[src/design/frlf_pkg.sv]
`timescale 1ns / 1ps
`default_nettype none
// ----------------------------------------------------------------------------
// frlf_pkg
// Shared types, codes and the microcode program of the rectangle fill and
// line draw engine.
// ----------------------------------------------------------------------------
package frlf_pkg;

    localparam int FUNC_W     = 3;
    localparam int COORD_W    = 10;
    localparam int PIXEL_W    = 16;
    localparam int FILL_W_W   = 9;
    localparam int FILL_H_W   = 8;
    localparam int CFG_IDX_W  = 1;
    localparam int CFG_DATA_W = 9;

    localparam logic [FILL_W_W-1:0] FILL_WIDTH_RESET  = 9'd256;
    localparam logic [FILL_H_W-1:0] FILL_HEIGHT_RESET = 8'd192;

    localparam logic [CFG_IDX_W-1:0] CFG_FILL_WIDTH  = 1'b0;
    localparam logic [CFG_IDX_W-1:0] CFG_FILL_HEIGHT = 1'b1;

    localparam logic [FUNC_W-1:0] FUNC_FILL_SCREEN = 3'd0;
    localparam logic [FUNC_W-1:0] FUNC_FILL_RECT   = 3'd1;
    localparam logic [FUNC_W-1:0] FUNC_HLINE       = 3'd2;
    localparam logic [FUNC_W-1:0] FUNC_VLINE       = 3'd3;
    localparam logic [FUNC_W-1:0] FUNC_OUTLINE     = 3'd4;
    localparam logic [FUNC_W-1:0] FUNC_READ        = 3'd5;

    typedef logic [3:0] step_t;

    localparam step_t STEP_DONE       = 4'd0;
    localparam step_t STEP_FILL       = 4'd1;
    localparam step_t STEP_RECT       = 4'd2;
    localparam step_t STEP_HLINE      = 4'd3;
    localparam step_t STEP_VLINE      = 4'd4;
    localparam step_t STEP_OUT_LEFT   = 4'd5;
    localparam step_t STEP_OUT_RIGHT  = 4'd6;
    localparam step_t STEP_OUT_TOP    = 4'd7;
    localparam step_t STEP_OUT_BOTTOM = 4'd8;
    localparam step_t STEP_READ       = 4'd9;

    typedef enum logic [1:0] {
        UOP_DONE   = 2'd0,
        UOP_LINEAR = 2'd1,
        UOP_SPAN   = 2'd2,
        UOP_READ   = 2'd3
    } uop_t;

    typedef enum logic [1:0] {
        COND_NONE    = 2'd0,
        COND_REJECT  = 2'd1,
        COND_OUTLINE = 2'd2
    } cond_t;

    typedef enum logic {
        SEL_A = 1'b0,
        SEL_B = 1'b1
    } coord_sel_t;

    typedef enum logic [1:0] {
        END_B  = 2'd0,
        END_A1 = 2'd1,
        END_B1 = 2'd2
    } end_sel_t;

    typedef struct packed {
        uop_t       uop;
        cond_t      cond;
        coord_sel_t row_start;
        end_sel_t   row_end;
        coord_sel_t col_start;
        end_sel_t   col_end;
        step_t      jump;
        step_t      next;
    } ucode_t;

    typedef struct packed {
        logic  load;
        step_t entry;
        logic  advance;
        logic  acc;
        logic  outline_ok;
    } seq_ctrl_t;

    typedef struct packed {
        ucode_t word;
        logic   skip;
    } seq_stat_t;

    function automatic ucode_t uc(uop_t op, cond_t c, coord_sel_t rs, end_sel_t re,
                                  coord_sel_t cs, end_sel_t ce, step_t nxt);
        ucode_t w;
        w.uop       = op;
        w.cond      = c;
        w.row_start = rs;
        w.row_end   = re;
        w.col_start = cs;
        w.col_end   = ce;
        w.jump      = STEP_DONE;
        w.next      = nxt;
        return w;
    endfunction

    function automatic ucode_t ucode_rom(step_t s);
        ucode_t w;
        unique case (s)
            STEP_FILL:
                w = uc(UOP_LINEAR, COND_NONE, SEL_A, END_B, SEL_A, END_B, STEP_DONE);
            STEP_RECT:
                w = uc(UOP_SPAN, COND_REJECT, SEL_A, END_B, SEL_A, END_B, STEP_DONE);
            STEP_HLINE:
                w = uc(UOP_SPAN, COND_REJECT, SEL_A, END_A1, SEL_A, END_B, STEP_DONE);
            STEP_VLINE:
                w = uc(UOP_SPAN, COND_REJECT, SEL_A, END_B, SEL_A, END_A1, STEP_DONE);
            STEP_OUT_LEFT:
                w = uc(UOP_SPAN, COND_OUTLINE, SEL_A, END_B, SEL_A, END_A1, STEP_OUT_RIGHT);
            STEP_OUT_RIGHT:
                w = uc(UOP_SPAN, COND_NONE, SEL_A, END_B, SEL_B, END_B1, STEP_OUT_TOP);
            STEP_OUT_TOP:
                w = uc(UOP_SPAN, COND_NONE, SEL_A, END_A1, SEL_A, END_B, STEP_OUT_BOTTOM);
            STEP_OUT_BOTTOM:
                w = uc(UOP_SPAN, COND_NONE, SEL_B, END_B1, SEL_A, END_B, STEP_DONE);
            STEP_READ:
                w = uc(UOP_READ, COND_REJECT, SEL_A, END_B, SEL_A, END_B, STEP_DONE);
            default:
                w = uc(UOP_DONE, COND_NONE, SEL_A, END_B, SEL_A, END_B, STEP_DONE);
        endcase
        return w;
    endfunction

    function automatic step_t entry_step(logic [FUNC_W-1:0] f);
        step_t s;
        unique case (f)
            FUNC_FILL_SCREEN: s = STEP_FILL;
            FUNC_FILL_RECT:   s = STEP_RECT;
            FUNC_HLINE:       s = STEP_HLINE;
            FUNC_VLINE:       s = STEP_VLINE;
            FUNC_OUTLINE:     s = STEP_OUT_LEFT;
            FUNC_READ:        s = STEP_READ;
            default:          s = STEP_DONE;
        endcase
        return s;
    endfunction

endpackage
`default_nettype wire

[src/design/frlf_useq.sv]
`timescale 1ns / 1ps
`default_nettype none
// ----------------------------------------------------------------------------
// frlf_useq
// Microcode sequencer: step counter, program ROM and conditional jump.
// ----------------------------------------------------------------------------
module frlf_useq
    import frlf_pkg::*;
(
    input  wire logic      clk,
    input  wire logic      rst_n,
    input  wire seq_ctrl_t ctrl,
    output seq_stat_t      stat
);

    step_t  step_reg;
    step_t  step_next;
    ucode_t word;
    logic   skip;

    assign word = ucode_rom(step_reg);

    always_comb
    begin
        case (word.cond)
            COND_REJECT:  skip = !ctrl.acc;
            COND_OUTLINE: skip = !ctrl.acc || !ctrl.outline_ok;
            default:      skip = 1'b0;
        endcase
    end

    always_comb
    begin
        step_next = step_reg;
        if (ctrl.load)
        begin
            step_next = ctrl.entry;
        end
        else if (ctrl.advance)
        begin
            step_next = skip ? word.jump : word.next;
        end
    end

    always_ff @(posedge clk or negedge rst_n)
    begin
        if (!rst_n)
        begin
            step_reg <= STEP_DONE;
        end
        else
        begin
            step_reg <= step_next;
        end
    end

    assign stat.word = word;
    assign stat.skip = skip;

endmodule
`default_nettype wire

[config.mk]
export PLATFORM = sky130hd
export DESIGN_NAME = frlf_useq
export DESIGN_NICKNAME = d
export VERILOG_FILES = /design/src/design/frlf_pkg.sv /design/src/design/frlf_useq.sv
export SDC_FILE = /design/constraint.sdc
export NUM_CORES = 1
export LEC_CHECK = 0
export BUFFER_PORTS_ARGS = -buffer_cell sky130_fd_sc_hd__buf_4
export CORE_AREA = 2 2 39 41
export CTS_CLUSTER_DIAMETER = 30
export DETAILED_ROUTE_END_ITERATION = 8
export DIE_AREA = 0 0 41 43
export PLACE_DENSITY = 0.74
export REMOVE_ABC_BUFFERS = 1
export SLEW_MARGIN = 40
export SYNTH_ARGS = -nofsm -noshare
export SYNTH_HDL_FRONTEND = slang
export SYNTH_SLANG_ARGS = --single-unit
[constraint.sdc]
create_clock -name clk -period 2.7 [get_ports clk]
set_input_delay 0.54 -clock clk [delete_from_list [all_inputs] [get_ports clk]]
set_output_delay 0.54 -clock clk [all_outputs]
set_load 0.02 [all_outputs]
Word-level counts from Yosys, hierarchy flattened

Memories as Yosys holds them, arrays and structs flattened.
Index checks and enable logic that the tools add are counted.

Bits in registers: 4
Memories kept: 1
Output and inout port bits: 19
Memory bits (read-only): 224
Latch bits: 0
Input port bits: 10
Bits in writable memories: 0

Reduce and logical (&&, ||, !) cells: 4
Divide/modulo/power cells: 0
$add $sub $neg: 0
Shifts and indexed selects: 0
Multiply operators: 0
Equality and inequality tests: 2
Bitwise logic cells: 0
Multiplexer cells: 4
Magnitude comparators: 0

Memory list:

| name             | words | bits a word | read ports | clocked after memory_dff | wr ports | line            | RTL |
|---|---|---|---|---|---|---|---|
| (name not given) | 16    | 14          | 1          | 0                        | 0        | frlf_pkg.sv:108 | `unique case (s)` |

Operator list:

| kind                                           | number |
|---|---|
| 2-to-1 mux 4 bit                               | 3 |
| == test 2 x 1 -> 1 bit (second input constant) | 1 |
| == test 2 bit (second input constant)          | 1 |
| zero test 1 bit                                | 2 |
| case mux 1 bit (2 select lines)                | 1 |
| nonzero test 2 bit                             | 1 |
| logical OR 1 bit                               | 1 |

Longest topological paths before layout

Gate-level depths: netlist of the first run.

Depth in word-level cells: 6
Gate-level depth with buffers: 9
Depth with buffers taken out: 9

Worst setup path before layout of the first run

OpenSTA, ideal clock, no wires.

Path kind: reg-to-output
Start: register step_reg[1]
End: output stat[0] (netlist name)
Setup slack: 187 ps
Arrival: 1973 ps
Data required time: 2160 ps
Cell stages (with the launch flop): 8
Path through: dfrtp_1 -> inv_1 -> ha_1 -> mux2i_1 -> o21ai_0 -> ha_1 -> a21oi_2 -> buf_4

RTL lines:

| element                | line            | RTL |
|---|---|---|
| from (decl)            | frlf_useq.sv:16 | `step_t step_reg;` |
| from (signal assigned) | frlf_useq.sv:53 | `step_reg <= step_next;` |
| to (decl)              | frlf_useq.sv:13 | `output seq_stat_t stat` |

==> results of run 1 <==
==> worst max-delay path: stages (launching register included) <==
cell and delay (ps):
dfrtp_2 380, inv_1 70, ha_1 190, and2b_2 200, nand2_1 80, o21a_1 130, ha_1 140, a21bo_2 240
a21oi_4 190, buf_4 170
==> metal layers <==
layer | track usage | routed length [um] | vias up
met1 | 0.153 | 434 | 192
met5 | 0 | 0 | -
met3 | 0.0366 | 69 | 3
li1 | - | - | 230
met2 | 0.222 | 511 | 21
met4 | 0.0800 | 24 | 0
==> stage by stage <==
stage | cells | hold slack, ps
finish | 97 | 82.9
global route | 97 | 77.4
CTS | 95 | 75.4
detailed placement | 92 | 338
global placement | 92 | 337
floorplan | 52 | 244
==> cells by family (layout without fill, tap and decap cells) <==
| logic type | after synthesis | count (layout) | synth area share |
|---|---|---|---|
| AOI/OAI and AO/OA | 12 | 12 | 0.159 |
| xor gates and xnor gates | 1 | 1 | 0.0176 |
| adders and majority gates | 6 | 6 | 0.151 |
| buffers and inverters | 16 | 34 | 0.191 |
| DFF | 4 | 4 | 0.202 |
| muxes | 1 | 1 | 0.0202 |
| other | 1 | 4 | 0.00755 |
| and+or+nand+nor | 19 | 19 | 0.252 |
==> worst paths after layout <==
check	endpoint	slack, ps
min in group clk	step_reg[1]	520
setup / recovery	stat[0]	140
max in group asynchronous	step_reg[1]	2510
setup reg to reg	step_reg[3]	840
hold / removal	step_reg[2]	80
hold reg to reg	step_reg[0]	780
==> power groups by stage <==
stage / logic, W / registers [W] / clock network, W
2_1_floorplan: 0.0000699 / 0.0000734 / 0
3_3_place_gp: 0.000114 / 0.0000760 / 0
3_5_place_dp: 0.000115 / 0.0000766 / 0
4_1_cts: 0.000116 / 0.0000759 / 0.0000804
5_1_grt: 0.000134 / 0.0000766 / 0.0000826
6_report: 0.000122 / 0.0000753 / 0.0000765
==> final cells by class <==
class | count | share of cell area
clock buffer | 3 | 0.0332
multi-input combinational | 43 | 0.472
timing repair buffer | 26 | 0.288
tap | 16 | 0.0295
inverter | 5 | 0.0277
sequential | 4 | 0.149
==> placed cells by master, fill, tap and decap left out, drive strengths merged <==
master,synthesis,routed
conb,1,4
o21a,1,1
nor2b,2,2
mux2i,1,1
o31ai,3,3
buf,10,26
xnor2,1,1
and2,1,1
and3b,1,1
a21bo,1,1
dfrtp,4,4
ha,6,6
nand2,5,5
nor3b,4,4
nand2b,2,2
a21oi,5,5
inv,5,5
nand3b,1,1
nor2,2,2
clkbuf,1,3
and2b,1,1
o21ai,2,2
==> timing repair <==
item / in CTS / in global routing
endpoints found under the setup margin: 0 / 1
setup buffers: 0 / 2
gates resized for setup: 0 / 2
==> out/results.ini, run 1 <==
[floorplan]
core-area_mm2 = 0.00138
io_pins = 29
dieArea_mm2 = 0.00176
core.rowCount = 14
start_util = 0.359
die_y_um = 43
die_width_um = 41

[sta]
worst_slack_ps = 144
min_period_ps = 2560
skew_ps = 5.38
fin_crit_sh = 0.947
hold_viol_final = 0
fmax_mhz = 391
setup_viol_count_final = 0
slew_violations = 0
final.setup.tns_ps = 0

[critical_path]
required_ps = 2160
r2r-start = step_reg[1]
crit_path_start_kind = flip-flop
worstPathArrival_ps = 2020
worstPathMaxFanout = 5
crit_path_end_kind = output pin
rr_worst_depth = 9
critical_path.startpoint = step_reg[1]
critPathKind = reg -> out

[route]
wl_mm = 1.04
num_vias = 446
drtIter0Drc = 1
vias_per_cell = 4.60
dr.pass1.iters = 2
postRouteAntennaNets = 0
drc = 0
detail_route.wl_per_cell_um = 10.7

[pwr]
p_switching_w = 0.000101
p_leak_nw = 0.360
power.total_w = 0.000274
p_int_w = 0.000173
vdd_drop_max_v = 0.000219
pwr-share-seq = 0.275
power_density_mw_per_mm2 = 404
clockPowerShare = 0.279
p_sw_frac = 0.369
combPwrFrac = 0.445

[logic_synthesis]
ys_top_cells_by_count = buf_4, ha_1, inv_1
ys_seq_area_frac = 0.202
synth.most_common_cell = buf_4
synth_edf_count = 0
synth-main-ff-cell = dfrtp_1
synthArstFlopShare = 1.00
synth.distinct_cells = 26
syn_area_um2 = 497
yosysTopAreaCell = dfrtp_1
synthTopCellsByArea = dfrtp_1, ha_1, buf_4
synth.avg_cell_area_um2 = 8.28
synth_top_cell_area_share = 0.202
yosysWarningCount = 0
synth-seq-cells = 4
netlist_instances = 60

[final_layout]
fillers = 142
multi_input_area_um2 = 320
nNetsFinal = 99
seq_area_um2 = 101
final_util = 0.490
design_area_um2 = 678
largest_reg_flops = 4
final_layout_size_suffix_gt1_frac = 0.457
antennaDiodeCount = 0
syn2layout_area_growth_pct = 36.5

[placement]
gp_congestion = 0.697
dpl.hpwl_um = 849
dp_slack_ps = 305
placed_area_um2 = 632
io_buffers = 24

[clocking]
cts_hold_buf = 0
clockRootBuffer = clkbuf_4
cts_tree = done
path_clk_slew_ps = 40
htreeDepth = 1
cts.sinks = 4
clk_path_buf_depth = 2
clkLatencyLatePin_ps = 240
cts_buffers = 3

[run_status]
status = finished clean

[hold_path]
hold_class = in -> async

[flow_run]
max_cap_viol_count = 0

[grt]
first_global_vias = 414
antenna_found_initial = 0
grt_pass1_wl_mm = 1.63
grt_max_degree = 11
grt_overflow = 0
grt_usage = 0.138

No activity file was read; power rests on OpenSTA's default activity.
==> run 2: changes to the inputs <==
- ABC_AREA: not set -> 1
- PLACE_DENSITY: 0.74 -> 0.77
==> run 2 against run 1 <==
Effect of this change:
- first-iteration DRC count rose to 3.0 times the previous value
- combinational power shrank 3%
- register-to-register slack improved by 90 ps
- core utilization grew 0.90 points
- critical path depth unchanged
- sequential power is 3.7% higher
- design area up 1.8%
- via count increased by 8.5%
- power is 2.1% lower
- flip-flop and latch count did not move
- largest power group unchanged
==> out/results.ini, run 2 <==
[run_status]
status = finished clean

[final_layout]
multi_input_area_um2 = 312
final_util = 0.499
layout_commonest_cell = buf_4
syn2layout_area_growth_pct = 29.3
final_layout_size_suffix_gt1_frac = 0.371
mostFrequentLayoutCells = buf_4, nand2_1, inv_1
antennaDiodeCount = 0
nNetsFinal = 115
fillers = 147
seq_area_um2 = 101
largest_reg_flops = 4

[logic_synthesis]
synthArstFlopShare = 1.00
ys_top_cells_by_count = nand2_1, inv_1, buf_4, nor2_1, ha_1
synth-seq-cells = 4
synthTopCellsByArea = dfrtp_1, ha_1, buf_4
synth_top_cell_area_share = 0.187
synth_top_family_by_area = simple AND/OR/NAND/NOR gates
synth.avg_cell_area_um2 = 6.94
synth.most_common_cell = nand2_1
synthSimpleGateAreaFrac = 0.323
synth-compound-area-share = 0.0749
syn_area_um2 = 534
synth-main-ff-cell = dfrtp_1
synth-adder-area-share = 0.141
synth.distinct_cells = 20
synthMuxAreaShare = 0
yosysTopAreaCell = dfrtp_1
yosysWarningCount = 0
netlist_instances = 77
synthXorXnorAreaFrac = 0.0164
ys_seq_area_frac = 0.187
synth_edf_count = 0

[grt]
grt_overflow = 0
grt_max_degree = 9
first_global_vias = 374
antenna_found_initial = 0
grt_pass1_wl_mm = 1.56
grt_usage = 0.134

[placement]
io_buffers = 24
dpl.hpwl_um = 842
gp_congestion = 0.703

[critical_path]
worstPathMaxFanout = 6
worstPathCellList = inv_1 -> ha_1 -> nand2_1 -> o21ai_0 -> ha_1 -> nor2_1 -> nand2_1 -> inv_1 -> buf_4
critPathKind = reg -> out
path_buf_inv = 3
cp_slowest_cell = dfrtp_2
crit_path_start_kind = flip-flop
crit_path_end_kind = output pin
required_ps = 2160
cpPeakStageDelay_ps = 440
worstPathArrival_ps = 1940
critPathTopFamily = adder cells

[pwr]
power.total_w = 0.000268
vdd_drop_max_v = 0.000224
p_leak_nw = 0.423
power_density_mw_per_mm2 = 388

[floorplan]
die_y_um = 43
start_util = 0.386
die_width_um = 41
core-area_mm2 = 0.00138
io_pins = 29
core.rowCount = 14
dieArea_mm2 = 0.00176

[route]
detail_route.wl_per_cell_um = 8.51
vias_per_cell = 4.28
postRouteAntennaNets = 0
drc = 0
num_vias = 484
wl_um = 962
drtIter0Drc = 3
dr.pass1.iters = 2

[clocking]
clkLatencyLatePin_ps = 230
clk_path_buf_depth = 2
path_clk_slew_ps = 40
clockRootBuffer = clkbuf_4
cts_tree = done
htreeDepth = 1
cts_buffers = 3
cts.sinks = 4
post_cts_buffers = 0

[sta]
fin_crit_sh = 0.919
hold_viol_final = 0
fmax_mhz = 403
min_period_ps = 2480
final.setup.tns_ps = 0
slew_violations = 0
skew_ps = 1.99
setup_viol_count_final = 0
whs_ps = 93.9
rsz0062_at_grt = no

[hold_path]
hold_class = in -> async

[flow_run]
max_cap_viol_count = 0

run 2: changes by cell type in the layout (fill, tap and decap cells not counted), moves of 3 or more:
cell	previous run	this run
inv_1	5	12
nand2_1	4	18
a21oi_1	4	1
nor2_1	2	9
nor3b_1	4	0
a21boi_0	0	4
o31ai_1	3	0
run 2: metrics by stage:
stage          worst slack (ps)  cell area, um^2  cells
2_1_floorplan               168              467     70
3_3_place_gp                486              667    110
3_5_place_dp                415              667    110
4_1_cts                     162              689    113
5_1_grt                    45.2              691    113
6_report                    220              691    113
run 2: report_power, final:
part           leakage (nW)   total, W  switching (W)  internal (W)
combinational         0.360   0.000118      0.0000679     0.0000498
sequential           0.0489  0.0000781      0.0000124     0.0000658
clock                0.0138  0.0000722      0.0000226     0.0000496
run 2: metal layers:
layer  vias up  track usage  wire [um]
li1        260            -          -
met1       203        0.169        404
met3         2       0.0314         78
met4         0       0.0800         17
met2        19        0.197        462
met5         -            0          0
run 2: worst paths after layout:
kind | start | endpoint | slack [ps] | depth (start not counted)
min in group clk | ctrl[5] | step_reg[2] | 620 | 4
hold reg to reg | step_reg[1] | step_reg[1] | 620 | 2
hold / removal | rst_n | step_reg[2] | 90 | 1
setup reg to reg | step_reg[1] | step_reg[3] | 930 | 9
max in group asynchronous | rst_n | step_reg[1] | 2500 | 1
setup / recovery | step_reg[1] | stat[0] | 220 | 9
run 2: kinds of logic after synthesis:
kind of cell,count (synthesis)
other,1
AOI/OAI and AO/OA,6
and+or+nand+nor,35
adders and majority gates,6
buffers and inverters,24
xor gates and xnor gates,1
DFF,4
run 2: timing repair:
| action | CTS | global route |
|---|---|---|
| hold buffers | 0 | 0 |
| endpoints found under the setup margin | 0 | 1 |
| gates resized for setup | 0 | 1 |
run 2: cell type report:
type	count	area share
multi-input cells	52	0.451
repair buffers	24	0.261
flip-flops and latches	4	0.147
inverters	14	0.0797
clock buffers	3	0.0326
well taps	16	0.0290
==> run 3: changes to the inputs <==
- ABC_AREA: 1 -> not set
- CORE_AREA: 2 2 39 41 -> not set
- CORE_UTILIZATION: not set -> 31
- DIE_AREA: 0 0 41 43 -> not set
- PLACE_DENSITY: 0.77 -> 0.64
==> run 3 against run 2 <==
Effect of this change:
- sequential power shrank 3.3%
- final cell count shrank 15%
- maximum frequency shrank 1.0%
- count of clock-buffer cells in the layout is the same
- register-to-register slack lost 180 ps
- first-iteration DRC count grew 67%
- critical path depth is the same
- clock skew shrank 0.80 ps
- core utilization shrank 5.4 points
- critical endpoint unchanged
- largest cell class unchanged
==> out/results.ini, run 3 (synthesis results as in run 1) <==
[pwr]
power_density_mw_per_mm2 = 400
combPwrFrac = 0.441
pwr-share-seq = 0.281
p_switching_w = 0.0000981
vdd_drop_max_v = 0.000296
p_leak_nw = 0.355
p_sw_frac = 0.365
p_int_w = 0.000170
clockPowerShare = 0.278

[critical_path]
crit_path_end_kind = output pin
worstPathMaxFanout = 6
r2r_setup_slack_ps = 750
r2r-start = step_reg[1]
cp_slowest_cell = dfrtp_2
worstPathCellList = inv_1 -> ha_1 -> and2b_2 -> nand2_1 -> o21a_1 -> ha_1 -> a21bo_2 -> a21oi_4 -> buf_4
r2r_end = step_reg[3]
required_ps = 2160
cpPeakStageDelay_ps = 400
critPathKind = reg -> out
crit_path_start_kind = flip-flop
worstPathArrival_ps = 1970
crit_path_frequent_cell = ha_1
critPathTopFamily = compound AO/OA/AOI/OAI gates
rr_worst_depth = 10
path_buf_inv = 2

[run_status]
status = finished clean

[sta]
whs_ps = 94.0
setup_viol_count_final = 0
rsz0062_at_grt = no
slew_violations = 0
fin_crit_sh = 0.928
final.setup.tns_ps = 0
skew_ps = 1.19
hold_viol_final = 0
fmax_mhz = 399
min_period_ps = 2510

[final_layout]
layout_commonest_cell = buf_4
nNetsFinal = 98
layout.cells.non_filler = 96
syn2layout_area_growth_pct = 35.0
antennaDiodeCount = 0
fillers = 173
final_layout_size_suffix_gt1_frac = 0.450
largest_reg_flops = 4
mostFrequentLayoutCells = buf_4, ha_1, inv_1

[clocking]
cts_tree = done
clk_path_buf_depth = 2
clockRootBuffer = clkbuf_4
htreeDepth = 1
cts_buffers = 3
path_clk_slew_ps = 40
clkLatencyLatePin_ps = 230
cts.sinks = 4

[hold_path]
hold_class = in -> async

[route]
drtIter0Drc = 5
detail_route.wl_per_cell_um = 10.4
num_vias = 438
dr.pass1.iters = 3
vias_per_cell = 4.56
wl_um = 998
postRouteAntennaNets = 0
drc = 0

[placement]
dp_cells = 92
gp_congestion = 0.692
dpl.hpwl_um = 797
io_buffers = 24

[floorplan]
die_y_um = 42.0
io_pins = 29
die_width_um = 42.0
start_util = 0.330
core-area_mm2 = 0.00151
dieArea_mm2 = 0.00177
core.rowCount = 14

[flow_run]
max_cap_viol_count = 0

[grt]
first_global_vias = 393
grt_usage = 0.122
grt_overflow = 0
grt_max_degree = 11
grt_pass1_wl_mm = 1.68
antenna_found_initial = 0

## run 3: cell types whose count changed in the layout (fill, tap and decap cells not counted), moves of 2 or more
cell,before,now
a21boi_0,4,0
a21oi_1,1,4
inv_1,12,5
nand2_1,18,4
nand2b_1,0,2
nand3_2,2,0
nor2_1,9,2
nor3_1,2,0
nor3b_1,0,4
o31ai_1,0,3
## run 3: how the worst max path moves through the flow
stage	start	depth (start not counted)	end
after detailed placement	step_reg[1]	9	stat[0]
final	step_reg[1]	9	stat[0]
after global routing	step_reg[1]	9	stat[0]
after floorplan	step_reg[1]	6	stat[0]
after global placement	step_reg[1]	9	stat[0]
after CTS	step_reg[1]	9	stat[0]
## run 3: per-layer routing
metal,track usage,routed length [um],vias up
met5,0,0,-
met4,0.0375,0,0
met3,0.0345,80,0
met2,0.203,471,23
met1,0.154,446,189
li1,-,-,226
## run 3: metrics by stage
step           total power (W)  cell area [um^2]  setup WS (ps)  utilization
3_3_place_gp          0.000190               632            263        0.419
4_1_cts               0.000272               662           49.1        0.439
2_1_floorplan         0.000143               432            224            -
3_5_place_dp          0.000192               632            256        0.419
6_report              0.000269               671            193        0.445
5_1_grt               0.000287               671           22.9        0.445
## run 3: power by group through the flow
stage	clock network [W]	registers [W]	logic, W
final	0.0000747	0.0000755	0.000118
after floorplan	0	0.0000734	0.0000699
after CTS	0.0000776	0.0000755	0.000118
after detailed placement	0	0.0000764	0.000115
after global placement	0	0.0000765	0.000114
after global routing	0.0000806	0.0000775	0.000129
## run 3: repair_timing
item / 4_1_cts / 5_1_grt
pin swaps: 0 / 1
hold buffers: 0 / 0
endpoints found under the setup margin: 1 / 1
buffers inserted: 0 / 1
gates resized for setup: 1 / 1
## run 3: layout make-up
cell class                 instances  area (um^2)  share of cell area
inverter                           5         18.8              0.0280
clock buffer                       3         22.5              0.0336
multi-input combinational         43          320               0.478
sequential                         4          101               0.151
tap                               16         20.0              0.0299
timing repair buffer              25          188               0.280
